==> src/sv/vtms_pkg.sv <==
// ----------------------------------------------------------------------------
// VTOL transition mode sequencer package
// Shared types, phase codes and defaults for the transition mode sequencer.
// ----------------------------------------------------------------------------
package vtms_pkg;

   // Depth of the queue between the classify front and the phase back.
   localparam int VTMS_QUEUE_DEPTH = 2;

   // Configuration register indexes.
   localparam logic [2:0] CSR_GS_LIMIT   = 3'd0;
   localparam logic [2:0] CSR_HOLD_US    = 3'd1;
   localparam logic [2:0] CSR_PITCH_F1   = 3'd2;
   localparam logic [2:0] CSR_PITCH_F2   = 3'd3;
   localparam logic [2:0] CSR_PITCH_BACK = 3'd4;

   // Configuration reset values.
   localparam logic [31:0]        RST_GS_LIMIT   = 32'd1048576;
   localparam logic [25:0]        RST_HOLD_US    = 26'd500000;
   localparam logic signed [15:0] RST_PITCH_F1   = -16'sd5734;
   localparam logic signed [15:0] RST_PITCH_F2   = -16'sd11469;
   localparam logic signed [15:0] RST_PITCH_BACK = -16'sd2048;

   // Flight phases. Code 7 is never stored.
   typedef enum logic [2:0] {
      PH_MC = 3'd0,
      PH_FW = 3'd1,
      PH_F1 = 3'd2,
      PH_F2 = 3'd3,
      PH_F3 = 3'd4,
      PH_BK = 3'd5,
      PH_B3 = 3'd6
   } phase_type;

   // Coarse vehicle modes.
   localparam logic [1:0] MODE_ROTARY = 2'd0;
   localparam logic [1:0] MODE_FIXED  = 2'd1;
   localparam logic [1:0] MODE_TO_FW  = 2'd2;
   localparam logic [1:0] MODE_TO_MC  = 2'd3;

   // One control tick on the input channel.
   typedef struct packed {
      logic               wing_request;
      logic signed [15:0] pitch_angle;
      logic signed [15:0] vel_north;
      logic signed [15:0] vel_east;
      logic               ground_permit;
      logic [31:0]        now_us;
   } req_type;

   // One result on the output channel.
   typedef struct packed {
      logic [2:0] flight_phase;
      logic [1:0] coarse_mode;
      logic       in_transition;
      logic       in_front_one;
   } rsp_type;

   // Configuration register set.
   typedef struct packed {
      logic [31:0]        gs_limit;
      logic [25:0]        hold_us;
      logic signed [15:0] pitch_f1;
      logic signed [15:0] pitch_f2;
      logic signed [15:0] pitch_back;
   } cfg_type;

   // A classified tick as it travels from the front to the back.
   typedef struct packed {
      logic        wing_request;
      logic        ground_permit;
      logic [31:0] now_us;
      logic [30:0] north_sq;
      logic [30:0] east_sq;
      logic        pitch_f1_ok;
      logic        pitch_f2_ok;
      logic        pitch_back_ok;
   } tick_type;

endpackage

==> src/sv/vtms_front.sv <==
// ----------------------------------------------------------------------------
// VTOL sequencer front
// Accepts control ticks, squares the velocity components and evaluates the
// pitch tests, and holds the classified tick until the queue takes it.
// ----------------------------------------------------------------------------
module vtms_front
   import vtms_pkg::*;
(
   input  logic     clock,
   input  logic     reset,
   input  cfg_type  cfg,
   input  logic     req_valid,
   output logic     req_stall,
   input  req_type  req_data,
   output logic     push,
   output tick_type push_data,
   input  logic     queue_full
);

   logic     stage_valid_ff;
   logic     stage_valid_in;
   tick_type stage_ff;
   tick_type stage_in;
   logic     load;
   logic [15:0] north_mag;
   logic [15:0] east_mag;
   logic [31:0] north_prod;
   logic [31:0] east_prod;

   // The stage stalls only while it holds a tick the queue cannot take.
   assign req_stall = stage_valid_ff && queue_full;
   assign load      = req_valid && !req_stall;
   assign push      = stage_valid_ff && !queue_full;
   assign push_data = stage_ff;

   // Magnitudes; the most negative value maps to 32768, which fits 16 bits.
   assign north_mag = req_data.vel_north[15] ? (~req_data.vel_north + 16'd1)
                                             : req_data.vel_north;
   assign east_mag  = req_data.vel_east[15] ? (~req_data.vel_east + 16'd1)
                                            : req_data.vel_east;
   assign north_prod = north_mag * north_mag;
   assign east_prod  = east_mag * east_mag;

   // Classify the incoming tick.
   always_comb begin
      stage_in.wing_request  = req_data.wing_request;
      stage_in.ground_permit = req_data.ground_permit;
      stage_in.now_us        = req_data.now_us;
      stage_in.north_sq      = north_prod[30:0];
      stage_in.east_sq       = east_prod[30:0];
      stage_in.pitch_f1_ok   = $signed(req_data.pitch_angle) <= $signed(cfg.pitch_f1);
      stage_in.pitch_f2_ok   = $signed(req_data.pitch_angle) <= $signed(cfg.pitch_f2);
      stage_in.pitch_back_ok = $signed(req_data.pitch_angle) >= $signed(cfg.pitch_back);
   end

   assign stage_valid_in = load || (stage_valid_ff && !push);

   // Stage valid flag.
   always_ff @(posedge clock) begin
      if (reset) begin
         stage_valid_ff <= 1'b0;
      end else begin
         stage_valid_ff <= stage_valid_in;
      end
   end

   // Stage payload.
   always_ff @(posedge clock) begin
      if (load) begin
         stage_ff <= stage_in;
      end
   end

endmodule

==> src/sv/vtms_queue.sv <==
// ----------------------------------------------------------------------------
// VTOL sequencer queue
// Short first-in first-out queue of classified ticks between front and back.
// ----------------------------------------------------------------------------
module vtms_queue
   import vtms_pkg::*;
#(
   parameter int QueueDepth = VTMS_QUEUE_DEPTH
)
(
   input  logic     clock,
   input  logic     reset,
   input  logic     push,
   input  tick_type push_data,
   output logic     full,
   input  logic     pop,
   output tick_type pop_data,
   output logic     not_empty
);

   localparam int PtrWidth = (QueueDepth > 1) ? $clog2(QueueDepth) : 1;
   localparam int CntWidth = $clog2(QueueDepth + 1);
   localparam logic [PtrWidth-1:0] PtrLast = PtrWidth'(QueueDepth - 1);
   localparam logic [CntWidth-1:0] CntFull = CntWidth'(QueueDepth);

   tick_type            mem_ff [QueueDepth];
   logic [PtrWidth-1:0] wr_ptr_ff;
   logic [PtrWidth-1:0] wr_ptr_in;
   logic [PtrWidth-1:0] rd_ptr_ff;
   logic [PtrWidth-1:0] rd_ptr_in;
   logic [CntWidth-1:0] count_ff;
   logic [CntWidth-1:0] count_in;

   assign full      = (count_ff == CntFull);
   assign not_empty = (count_ff != '0);
   assign pop_data  = mem_ff[rd_ptr_ff];

   // Pointer and fill count update.
   always_comb begin
      wr_ptr_in = wr_ptr_ff;
      rd_ptr_in = rd_ptr_ff;
      count_in  = count_ff;
      if (push) begin
         wr_ptr_in = (wr_ptr_ff == PtrLast) ? '0 : wr_ptr_ff + 1'b1;
      end
      if (pop) begin
         rd_ptr_in = (rd_ptr_ff == PtrLast) ? '0 : rd_ptr_ff + 1'b1;
      end
      if (push && !pop) begin
         count_in = count_ff + 1'b1;
      end else if (pop && !push) begin
         count_in = count_ff - 1'b1;
      end
   end

   always_ff @(posedge clock) begin
      if (reset) begin
         wr_ptr_ff <= '0;
         rd_ptr_ff <= '0;
         count_ff  <= '0;
      end else begin
         wr_ptr_ff <= wr_ptr_in;
         rd_ptr_ff <= rd_ptr_in;
         count_ff  <= count_in;
      end
   end

   // Storage is written at the write pointer only.
   always_ff @(posedge clock) begin
      if (push) begin
         mem_ff[wr_ptr_ff] <= push_data;
      end
   end

endmodule

==> src/sv/vtms_back.sv <==
// ----------------------------------------------------------------------------
// VTOL sequencer back
// Moves the phase register one classified tick at a time and presents the
// resulting phase, mode and flags in the output register.
// ----------------------------------------------------------------------------
module vtms_back
   import vtms_pkg::*;
(
   input  logic     clock,
   input  logic     reset,
   input  cfg_type  cfg,
   input  logic     tick_valid,
   input  tick_type tick,
   output logic     pop,
   output logic     rsp_valid,
   input  logic     rsp_stall,
   output rsp_type  rsp_data
);

   phase_type   phase_ff;
   phase_type   phase_in;
   logic [31:0] hold_start_ff;
   logic [31:0] hold_start_in;
   logic        front_one_ff;
   logic        front_one_in;
   logic        rsp_valid_ff;
   rsp_type     rsp_data_ff;
   rsp_type     rsp_data_in;
   logic [31:0] ground_sq;
   logic        speed_ok;
   logic [31:0] elapsed;
   logic        hold_done;

   // A tick is taken whenever the output register is free or being emptied.
   assign pop       = tick_valid && (!rsp_valid_ff || !rsp_stall);
   assign rsp_valid = rsp_valid_ff;
   assign rsp_data  = rsp_data_ff;

   // Ground speed squared and hold timer tests, both modulo 2^32 safe.
   assign ground_sq = {1'b0, tick.north_sq} + {1'b0, tick.east_sq};
   assign speed_ok  = ground_sq > cfg.gs_limit;
   assign elapsed   = tick.now_us - hold_start_ff;
   assign hold_done = elapsed >= {6'd0, cfg.hold_us};

   // Phase transitions.
   always_comb begin
      phase_in      = phase_ff;
      hold_start_in = hold_start_ff;
      if (!tick.wing_request) begin
         case (phase_ff)
            PH_FW, PH_F2, PH_F3: begin
               phase_in = PH_BK;
            end
            PH_F1: begin
               phase_in = PH_MC;
            end
            PH_BK: begin
               if (tick.pitch_back_ok) begin
                  phase_in      = PH_B3;
                  hold_start_in = tick.now_us;
               end
            end
            PH_B3: begin
               if (hold_done) begin
                  phase_in = PH_MC;
               end
            end
            default: begin
               phase_in = PH_MC;
            end
         endcase
      end else begin
         case (phase_ff)
            PH_BK: begin
               phase_in = PH_FW;
            end
            PH_F1: begin
               if ((speed_ok && tick.pitch_f1_ok) || tick.ground_permit) begin
                  phase_in = PH_F2;
               end
            end
            PH_F2: begin
               if (tick.pitch_f2_ok) begin
                  phase_in      = PH_F3;
                  hold_start_in = tick.now_us;
               end
            end
            PH_F3: begin
               if (hold_done) begin
                  phase_in = PH_FW;
               end
            end
            PH_FW: begin
               phase_in = PH_FW;
            end
            default: begin
               // Multicopter and back phase three both restart the front path.
               phase_in = PH_F1;
            end
         endcase
      end
   end

   // Mode and flags of the new phase.
   always_comb begin
      front_one_in              = front_one_ff;
      rsp_data_in.flight_phase  = phase_in;
      rsp_data_in.coarse_mode   = MODE_ROTARY;
      rsp_data_in.in_transition = 1'b0;
      case (phase_in)
         PH_FW: begin
            rsp_data_in.coarse_mode = MODE_FIXED;
         end
         PH_F1: begin
            rsp_data_in.coarse_mode   = MODE_TO_FW;
            rsp_data_in.in_transition = 1'b1;
            front_one_in              = 1'b1;
         end
         PH_F2, PH_F3: begin
            rsp_data_in.coarse_mode   = MODE_TO_FW;
            rsp_data_in.in_transition = 1'b1;
            front_one_in              = 1'b0;
         end
         PH_BK, PH_B3: begin
            rsp_data_in.coarse_mode   = MODE_TO_MC;
            rsp_data_in.in_transition = 1'b1;
         end
         default: begin
            rsp_data_in.coarse_mode = MODE_ROTARY;
         end
      endcase
      rsp_data_in.in_front_one = front_one_in;
   end

   // Sequencer state and output valid.
   always_ff @(posedge clock) begin
      if (reset) begin
         phase_ff      <= PH_MC;
         hold_start_ff <= '0;
         front_one_ff  <= 1'b0;
         rsp_valid_ff  <= 1'b0;
      end else begin
         if (pop) begin
            phase_ff      <= phase_in;
            hold_start_ff <= hold_start_in;
            front_one_ff  <= front_one_in;
            rsp_valid_ff  <= 1'b1;
         end else if (!rsp_stall) begin
            rsp_valid_ff <= 1'b0;
         end
      end
   end

   // Output payload.
   always_ff @(posedge clock) begin
      if (pop) begin
         rsp_data_ff <= rsp_data_in;
      end
   end

endmodule

==> src/sv/vtol_transition_mode_sequencer.sv <==
// ----------------------------------------------------------------------------
// VTOL transition mode sequencer
// Seven-phase tailsitter flight-mode sequencer with configuration registers.
// ----------------------------------------------------------------------------
// The sequencer takes one control tick per clock cycle while not stalled and
// returns one result per tick, in order. A tick is classified in the front
// stage (velocity squares and pitch tests), waits in a queue of QueueDepth
// entries, and is applied to the phase register in the back stage, whose phase
// update sets the rate of one tick per cycle. A tick passes through the front
// stage register, a queue entry and the output register. The user must write
// configuration registers through the csr port only while no tick is in
// flight; the block itself does not enforce this.
module vtol_transition_mode_sequencer
   import vtms_pkg::*;
#(
   parameter int QueueDepth = VTMS_QUEUE_DEPTH
)
(
   input  logic        clock,
   input  logic        reset,
   input  logic        req_valid,
   output logic        req_stall,
   input  req_type     req_data,
   output logic        rsp_valid,
   input  logic        rsp_stall,
   output rsp_type     rsp_data,
   input  logic        csr_wr_en,
   input  logic [2:0]  csr_index,
   input  logic [31:0] csr_wdata
);

   cfg_type  cfg_ff;
   cfg_type  cfg_in;
   logic     push;
   tick_type push_data;
   logic     queue_full;
   logic     pop;
   tick_type pop_data;
   logic     queue_not_empty;

   // Configuration register writes; unknown indexes are ignored.
   always_comb begin
      cfg_in = cfg_ff;
      if (csr_wr_en) begin
         case (csr_index)
            CSR_GS_LIMIT:   cfg_in.gs_limit   = csr_wdata;
            CSR_HOLD_US:    cfg_in.hold_us    = csr_wdata[25:0];
            CSR_PITCH_F1:   cfg_in.pitch_f1   = csr_wdata[15:0];
            CSR_PITCH_F2:   cfg_in.pitch_f2   = csr_wdata[15:0];
            CSR_PITCH_BACK: cfg_in.pitch_back = csr_wdata[15:0];
            default:        cfg_in = cfg_ff;
         endcase
      end
   end

   always_ff @(posedge clock) begin
      if (reset) begin
         cfg_ff.gs_limit   <= RST_GS_LIMIT;
         cfg_ff.hold_us    <= RST_HOLD_US;
         cfg_ff.pitch_f1   <= RST_PITCH_F1;
         cfg_ff.pitch_f2   <= RST_PITCH_F2;
         cfg_ff.pitch_back <= RST_PITCH_BACK;
      end else begin
         cfg_ff <= cfg_in;
      end
   end

   // Classify front.
   vtms_front u_front (
      .clock      (clock),
      .reset      (reset),
      .cfg        (cfg_ff),
      .req_valid  (req_valid),
      .req_stall  (req_stall),
      .req_data   (req_data),
      .push       (push),
      .push_data  (push_data),
      .queue_full (queue_full)
   );

   // Queue between front and back.
   vtms_queue #(
      .QueueDepth (QueueDepth)
   ) u_queue (
      .clock     (clock),
      .reset     (reset),
      .push      (push),
      .push_data (push_data),
      .full      (queue_full),
      .pop       (pop),
      .pop_data  (pop_data),
      .not_empty (queue_not_empty)
   );

   // Phase back.
   vtms_back u_back (
      .clock      (clock),
      .reset      (reset),
      .cfg        (cfg_ff),
      .tick_valid (queue_not_empty),
      .tick       (pop_data),
      .pop        (pop),
      .rsp_valid  (rsp_valid),
      .rsp_stall  (rsp_stall),
      .rsp_data   (rsp_data)
   );

   // No result may appear in the cycle after reset.
   a_no_rsp_after_reset: assert property (@(posedge clock)
      reset |=> !rsp_valid)
      else $error("result valid right after reset");

   // The front stalls only while the queue is full.
   a_stall_only_when_full: assert property (@(posedge clock) disable iff (reset)
      req_stall |-> queue_full)
      else $error("input stalled with room in the queue");

   // From fixed wing the next result is fixed wing or back transition.
   a_fw_successor: assert property (@(posedge clock) disable iff (reset)
      rsp_valid && !rsp_stall && rsp_data.flight_phase == PH_FW |=>
         !rsp_valid || rsp_data.flight_phase == PH_FW || rsp_data.flight_phase == PH_BK)
      else $error("illegal phase after fixed wing");

   // From multicopter the next result is multicopter or front phase one.
   a_mc_successor: assert property (@(posedge clock) disable iff (reset)
      rsp_valid && !rsp_stall && rsp_data.flight_phase == PH_MC |=>
         !rsp_valid || rsp_data.flight_phase == PH_MC || rsp_data.flight_phase == PH_F1)
      else $error("illegal phase after multicopter");

endmodule
==> config.mk <==
export PLATFORM = sky130hd
export DESIGN_NAME = vtol_transition_mode_sequencer
export DESIGN_NICKNAME = d
export VERILOG_FILES = /design/src/sv/vtms_pkg.sv /design/src/sv/vtms_front.sv /design/src/sv/vtms_queue.sv /design/src/sv/vtms_back.sv /design/src/sv/vtol_transition_mode_sequencer.sv
export SDC_FILE = /design/constraint.sdc
export NUM_CORES = 2
export LEC_CHECK = 0
export ABC_AREA = 1
export BUFFER_PORTS_ARGS = -buffer_cell sky130_fd_sc_hd__buf_2
export CAP_MARGIN = 20
export CORE_ASPECT_RATIO = 0.5
export CORE_MARGIN = 3
export CORE_UTILIZATION = 40
export CTS_BUF_LIST = sky130_fd_sc_hd__clkbuf_8
export DETAILED_ROUTE_END_ITERATION = 8
export SLEW_MARGIN = 0
export SYNTH_ARGS = -nofsm -noshare
export SYNTH_HDL_FRONTEND = slang
export SYNTH_SLANG_ARGS = --single-unit
==> constraint.sdc <==
create_clock -name clock -period 9 [get_ports clock]
set_input_delay 1.8 -clock clock [delete_from_list [all_inputs] [get_ports clock]]
set_output_delay 1.8 -clock clock [all_outputs]
set_load 0.01 [all_outputs]
* Yosys cells after proc, flatten, opt, wreduce, memory -nomap -nowiden
Memories as Yosys holds them, arrays and structs flattened. A register that Yosys moved wholly into a read port is not among the register bits. Index checks and enable logic that the tools add are counted.
Storage, ports and cells: bits in registers 254, memory bits (writable) 198, input bits 122, output and inout bits 9, logic and storage cells 125, memories 1
Operators by class: add/subtract/negate cells 8, $mul 2, $lt $le $gt $ge 5, equal/unequal tests 20, muxes and demuxes 28, bitwise gates (word level) 2, reductions and logical operators 34
Memory list:
- u_queue.mem_ff | words 2, width 99, rd ports 1, clocked after Yosys merged registers in 1, wr ports 1, line vtms_queue.sv:26 | tick_type mem_ff [QueueDepth];
Operators by type and width (count):
- 2-to-1 mux 32 bit | 5
- multiplier 16 x 16 -> 31 bit | 2
- adder 16 x 1 -> 16 bit, second input constant | 2
- adder 31 x 31 -> 32 bit | 1
- greater-or-equal comparator 32 x 26 -> 1 bit | 1
- > comparator 32 bit | 1
- less-or-equal comparator 16 bit | 2
- 2-to-1 mux 16 bit | 2
- NOT 16 bit | 2
- subtractor 32 bit | 1
- equality test 3 bit, second input constant | 7
- equality test 3 x 2 -> 1 bit, second input constant | 6
- 2-to-1 mux 3 bit | 6
- greater-or-equal comparator 16 bit | 1
- case mux 3 bit (4 select lines) | 1
- AND reduction 2 bit | 5
- equality test 3 x 1 -> 1 bit, second input constant | 3
- 2-to-1 mux 1 bit | 9
- case mux 3 bit (3 select lines) | 1
- logical AND 1 bit | 8
- nonzero test 2 bit | 4
- zero test 1 bit | 6
- case mux 2 bit (3 select lines) | 1
- OR reduction 2 bit | 3
- other kinds (13) | 19

* Logic depth before layout (Yosys ltp)
word-level depth 10, depth in mapped cells 41, gate-level depth less buffers 40

* By module
From an unflattened synthesis, not the netlist that was laid out.
Second synthesis, totals: cell total of the unflattened synthesis 4400, area total of the unflattened synthesis 38294.2 sq um
Modules (own cells, without submodules):
- vtms_front | instances 1, cells an instance 2401, area an instance 20016.7 sq um, seq. area each 2932.8 sq um
- vtms_queue | instances 1, cells an instance 341, area an instance 7398.3 sq um, seq. area each 6045.8 sq um
- vtms_back | instances 1, cells an instance 1067, area an instance 6688.9 sq um, seq. area each 950.9 sq um
- vtol_transition_mode_sequencer | instances 1, cells an instance 591, area an instance 4190.3 sq um, seq. area each 2122.0 sq um

* Worst setup path before layout
OpenSTA, ideal clock, no wires.
path type input port to flip-flop, start in req_data[33] in the netlist's numbering, end reg u_front.stage_ff (netlist bit u_front.push_data[32]) (data pin), library setup time 258 ps, data arrival time 8658 ps, data required time 8742 ps, setup slack 84 ps, stages 37, path buffers 1, cell sequence clkinv_1 clkbuf_1 ha_1 nand2_1 nor2_1 inv_1 nor3_1 nand2_1 inv_1 nor2_1 xor2_1 clkinv_1 nor2_1 inv_1 fa_1 inv_1 fa_1 inv_1 fa_1 inv_1 fa_1 fa_1 fa_1 ha_1 nand2_1 inv_1 a221oi_1 o21ai_0 a21oi_1 o21ai_1 nand3_1 nand2_1 nand2_1 nand2_1 nand2_1 nand3_1 xor2_1
Between the ends: word-level cells in the longest chain between the ends 4
RTL lines:
- from (decl) | line vtol_transition_mode_sequencer.sv:23 | input req_type req_data,
- NOT 16 bit | line vtms_front.sv:39 | assign east_mag = req_data.vel_east[15] ? (~req_data.vel_east + 16'd1)
- adder 16 x 1 -> 16 bit | line vtms_front.sv:39
- 2-to-1 mux 16 bit * | line vtms_front.sv:39
- multiplier 16 x 16 -> 31 bit * | line vtms_front.sv:42 | assign east_prod = east_mag * east_mag;
- net u_front.east_prod[29] | line vtms_front.sv:28 | logic [31:0] east_prod;
- to (signal assigned) | line vtms_front.sv:70 | stage_ff <= stage_in;
- to (decl) | line vtms_front.sv:22 | tick_type stage_ff;
Mark *: on every way through the listed nets, which the timed path passes. The rest lies on a longest branch. A chain may end at the register's enable or synchronous reset.

* Worst setup path in the final report
start in req_data[33] in the netlist's numbering, end reg u_front.stage_ff (netlist bit u_front.push_data[27]) (data pin)
The elaborated chain is that of the path after synthesis.

==> impl_table.tex <==
\begin{tabular}{lr}
\hline
Metric & Value \\
\hline
\multicolumn{2}{l}{\textbf{Global routing}} \\
Global router's overall resource usage & 17.9\% \\
Antenna violations before repair & 2 \\
Total gr overflow & 0 \\
Largest net degree at the start of global routing & 104 \\
First-pass GRT wire length & 135000 um \\
Number of global-route vias before repair & 26500 \\
\multicolumn{2}{l}{\textbf{STA}} \\
Final hold viol count & 0 \\
Max-slew violations & 0 \\
Normalized max-slew margin & 37.2\% \\
Final period demand of the worst path & 8.34 ns \\
Clock Skew & 0.0406 ns \\
Pin slew with the least headroom to its limit & 0.942 ns \\
Period utilization & 92.7\% \\
\# setup viols final & 0 \\
Final sum of negative setup slack & 0 ns \\
Unrepaired setup endpoints after global routing & no \\
Highest attainable clock frequency & 0.120 GHz \\
\multicolumn{2}{l}{\textbf{Clocking}} \\
Maximum level of the CTS H-tree & 3 \\
Resize count post-CTS & 0 \\
TritonCTS clock tree & done \\
Number of sinks on the clock net & 447 \\
Count of buffers added by post-CTS timing repair for setup & 0 \\
Clock buffers created by TritonCTS & 75 \\
Total of hold buffers inserted after clock tree synthesis & 0 \\
Clock latency on the worst-skew pair & 0.67 ns \\
Clock slew at the register clock pins of the worst setup and hold paths & 0.06 ns \\
Max clock buf depth & 3 \\
Clock root buffer & clkbuf\_8 \\
\multicolumn{2}{l}{\textbf{Final layout}} \\
Combined flip-flop and latch cell area & 11900 um2 \\
Layout Cells excl Fill & 5510 \\
NumNets Final & 5074 \\
Antenna diode instance count & 0 \\
Area Overhead vs Synth & 10.7\% \\
Layout filler cell count & 8601 \\
Proportion of layout cells with a drive suffix above 1 & 7.86\% \\
Area of the multi-input gates & 20600 um2 \\
\multicolumn{2}{l}{\textbf{Floorplan}} \\
Die Height & 218 um \\
Area of the core & 88700 um2 \\
Number of top-level pins & 131 \\
FP Rows & 77 \\
Die span in x & 430 um \\
Effective utilization at floorplan & 40.5\% \\
Area of the die & 93800 um2 \\
\multicolumn{2}{l}{\textbf{Logic synthesis}} \\
Mean area per synthesized cell & 8.84 um2 \\
Biggest area consumer among synthesized cells & edfxtp\_1 \\
Most frequent cell after synthesis & inv\_1 \\
Number of warnings reported in the yosys synthesis log & 0 \\
Top cell type's share of synthesized area & 24.9\% \\
Share of async-settable or async-resettable flops after synthesis & 0\% \\
Synth cell types & 51 \\
Post-synth EDFFs & 298 \\
Cell types with the highest counts after synthesis & 840 x inv\_1, 819 x nand2\_1, 354 x ha\_1, 329 x fa\_1, 300 x nor2\_1 \\
Netlist area before placement & 36000 um2 \\
Most area-consuming cells after synthesis & edfxtp\_1 25\%, fa\_1 18\%, ha\_1 12\% \\
Part of the Yosys area used for sequential elements & 33.2\% \\
Post-synthesis instance total & 4069 \\
Top FF cell, synth & edfxtp\_1 \\
Number of register bits inferred by synthesis & 447 \\
\multicolumn{2}{l}{\textbf{Status}} \\
Outcome & completed \\
\multicolumn{2}{l}{\textbf{Min path}} \\
Type of the tightest min-delay check & register to register \\
Min-Delay Path Depth & 0 \\
\multicolumn{2}{l}{\textbf{Critical path}} \\
Required time reported for the critical path endpoint & 9.38 ns \\
WS Path Type & input port to register \\
Crit Path Max Fanout & 5 \\
Cell seen most often among critical-path stages & inv\_1 \\
Slack of the worst reg-to-reg path & 3.01 ns \\
Data arrival, critical path & 8.72 ns \\
Cell count of the worst reg-to-reg path & 29 \\
Cell with the biggest individual delay on the critical path & fa\_1 \\
Number of cells on the critical path & 34 \\
Startpoint types & input port \\
Delay of the slowest cell on the worst path & 0.54 ns \\
Cell class contributing the biggest share of worst-path delay & adder cells \\
Critical path capture point type & register \\
Buffers plus inverters on the worst setup path & 11 \\
\multicolumn{2}{l}{\textbf{Routing}} \\
Post-route antenna net violation count & 0 \\
Iteration-0 DRC count of the detailed router & 1658 \\
Wire length reported by the detailed router & 83400 um \\
Vias per std cell & 4.83 \\
Post-DR wirelength/cell & 15.1 um \\
1st-pass router iterations & 5 \\
Vias post-DR & 26600 \\
Residual DRC count & 0 \\
\multicolumn{2}{l}{\textbf{Placement}} \\
Weighted congestion reported at the end of routability-driven placement & 0.879 \\
Count of port buffers added during placement & 130 \\
Number of cells after detailed placement & 5376 \\
Dpl hpwl & 66000 um \\
\multicolumn{2}{l}{\textbf{Job}} \\
Number of max-cap violations & 0 \\
\hline
\end{tabular}
==> registers in the layout, indices dropped and copies added (netlist names), named ones only <==
name,cells
u_queue.mem_ff,194
u_back.phase_ff,3
cfg_ff,106
u_back.rsp_data,7
u_back.rsp_valid,1
u_front.push_data,97
u_back.front_one_ff,1
u_front.stage_valid_ff,1
u_back.hold_start_ff,32
u_queue.count_ff,2
u_queue.wr_ptr_ff,1
u_queue.rd_ptr_ff,1
==> routing by layer <==
layer | vias up | routed length, um | share of wire (%) | track usage (%)
li1 | 13300 | - | - | -
met1 | 12600 | 37700 | 45 | 24.0
met2 | 547 | 39800 | 48 | 30.4
met3 | 128 | 4040 | 4.8 | 2.89
met4 | 2 | 1880 | 2.3 | 4.70
met5 | - | 13 | 0.016 | 0
==> final timing paths <==
path | startpoint | to
setup reg to reg | register | u_back.rsp_data[2]
setup / recovery | req_data[33] | u_front.push_data[27]
hold reg to reg | u_front.push_data[47] | u_queue.mem_ff[0][47]
hold / removal | u_front.push_data[47] | u_queue.mem_ff[0][47]
==> cells by family after synthesis <==
logic type,count (synthesis),share of synthesized area (%)
AOI/OAI and AO/OA,578,8.79
buffers and inverters,943,9.85
and+or+nand+nor,1290,14.5
DFF,447,33.2
xor gates and xnor gates,123,2.99
other,2,0.0209
adders and majority gates,683,30.6
muxes,3,0.0835
==> per-stage QoR <==
stage / worst slack, ns / hold slack (ns) / util [%] / instance area, um2
2_1_floorplan: 0.0838 / 0.421 / - / 36100
3_3_place_gp: 0.136 / 0.422 / 43.2 / 38300
3_5_place_dp: 0.0282 / 0.430 / 43.2 / 38300
4_1_cts: 0.750 / 0.425 / 44.8 / 39800
5_1_grt: 0.208 / 0.444 / 44.9 / 39800
6_report: 0.660 / 0.422 / 44.9 / 39800
==> cell usage in the layout, fill, tap and decap left out, types with 4 or more instances in the layout <==
master	instances
buf_4	54
a31oi_1	13
nor2_1	298
ha_1	354
inv_2	12
o21bai_1	18
bufinv_16	5
nor4_1	10
buf_2	130
o21ai_1	8
nand2_2	12
clkinv_1	13
o211ai_1	33
fa_1	329
nor3_2	6
dfxtp_1	148
nand3_1	63
xor2_1	86
clkinv_2	4
conb_1	24
nor2_2	7
inv_6	4
inv_1	868
or2_2	12
edfxtp_1	298
nand2_1	818
o31ai_1	5
a21oi_1	284
a211oi_1	5
clkbuf_8	81
nor3_1	23
o21ai_0	182
a221oi_1	4
xnor2_1	37
nand3b_1	8
nand4_1	24
a21o_1	7
==> cell type report <==
| cell class | count | area share [%] |
|---|---|---|
| flip-flops and latches | 447 | 30.0 |
| inverters | 859 | 8.10 |
| repair buffers | 185 | 2.70 |
| well taps | 1185 | 3.72 |
| multi-input cells | 2701 | 51.7 |
| clock inverters | 52 | 0.952 |
| clock buffers | 81 | 2.80 |
Power is not shown: default switching activity piles up to over one toggle a cycle in this logic, so the estimate is an artifact.
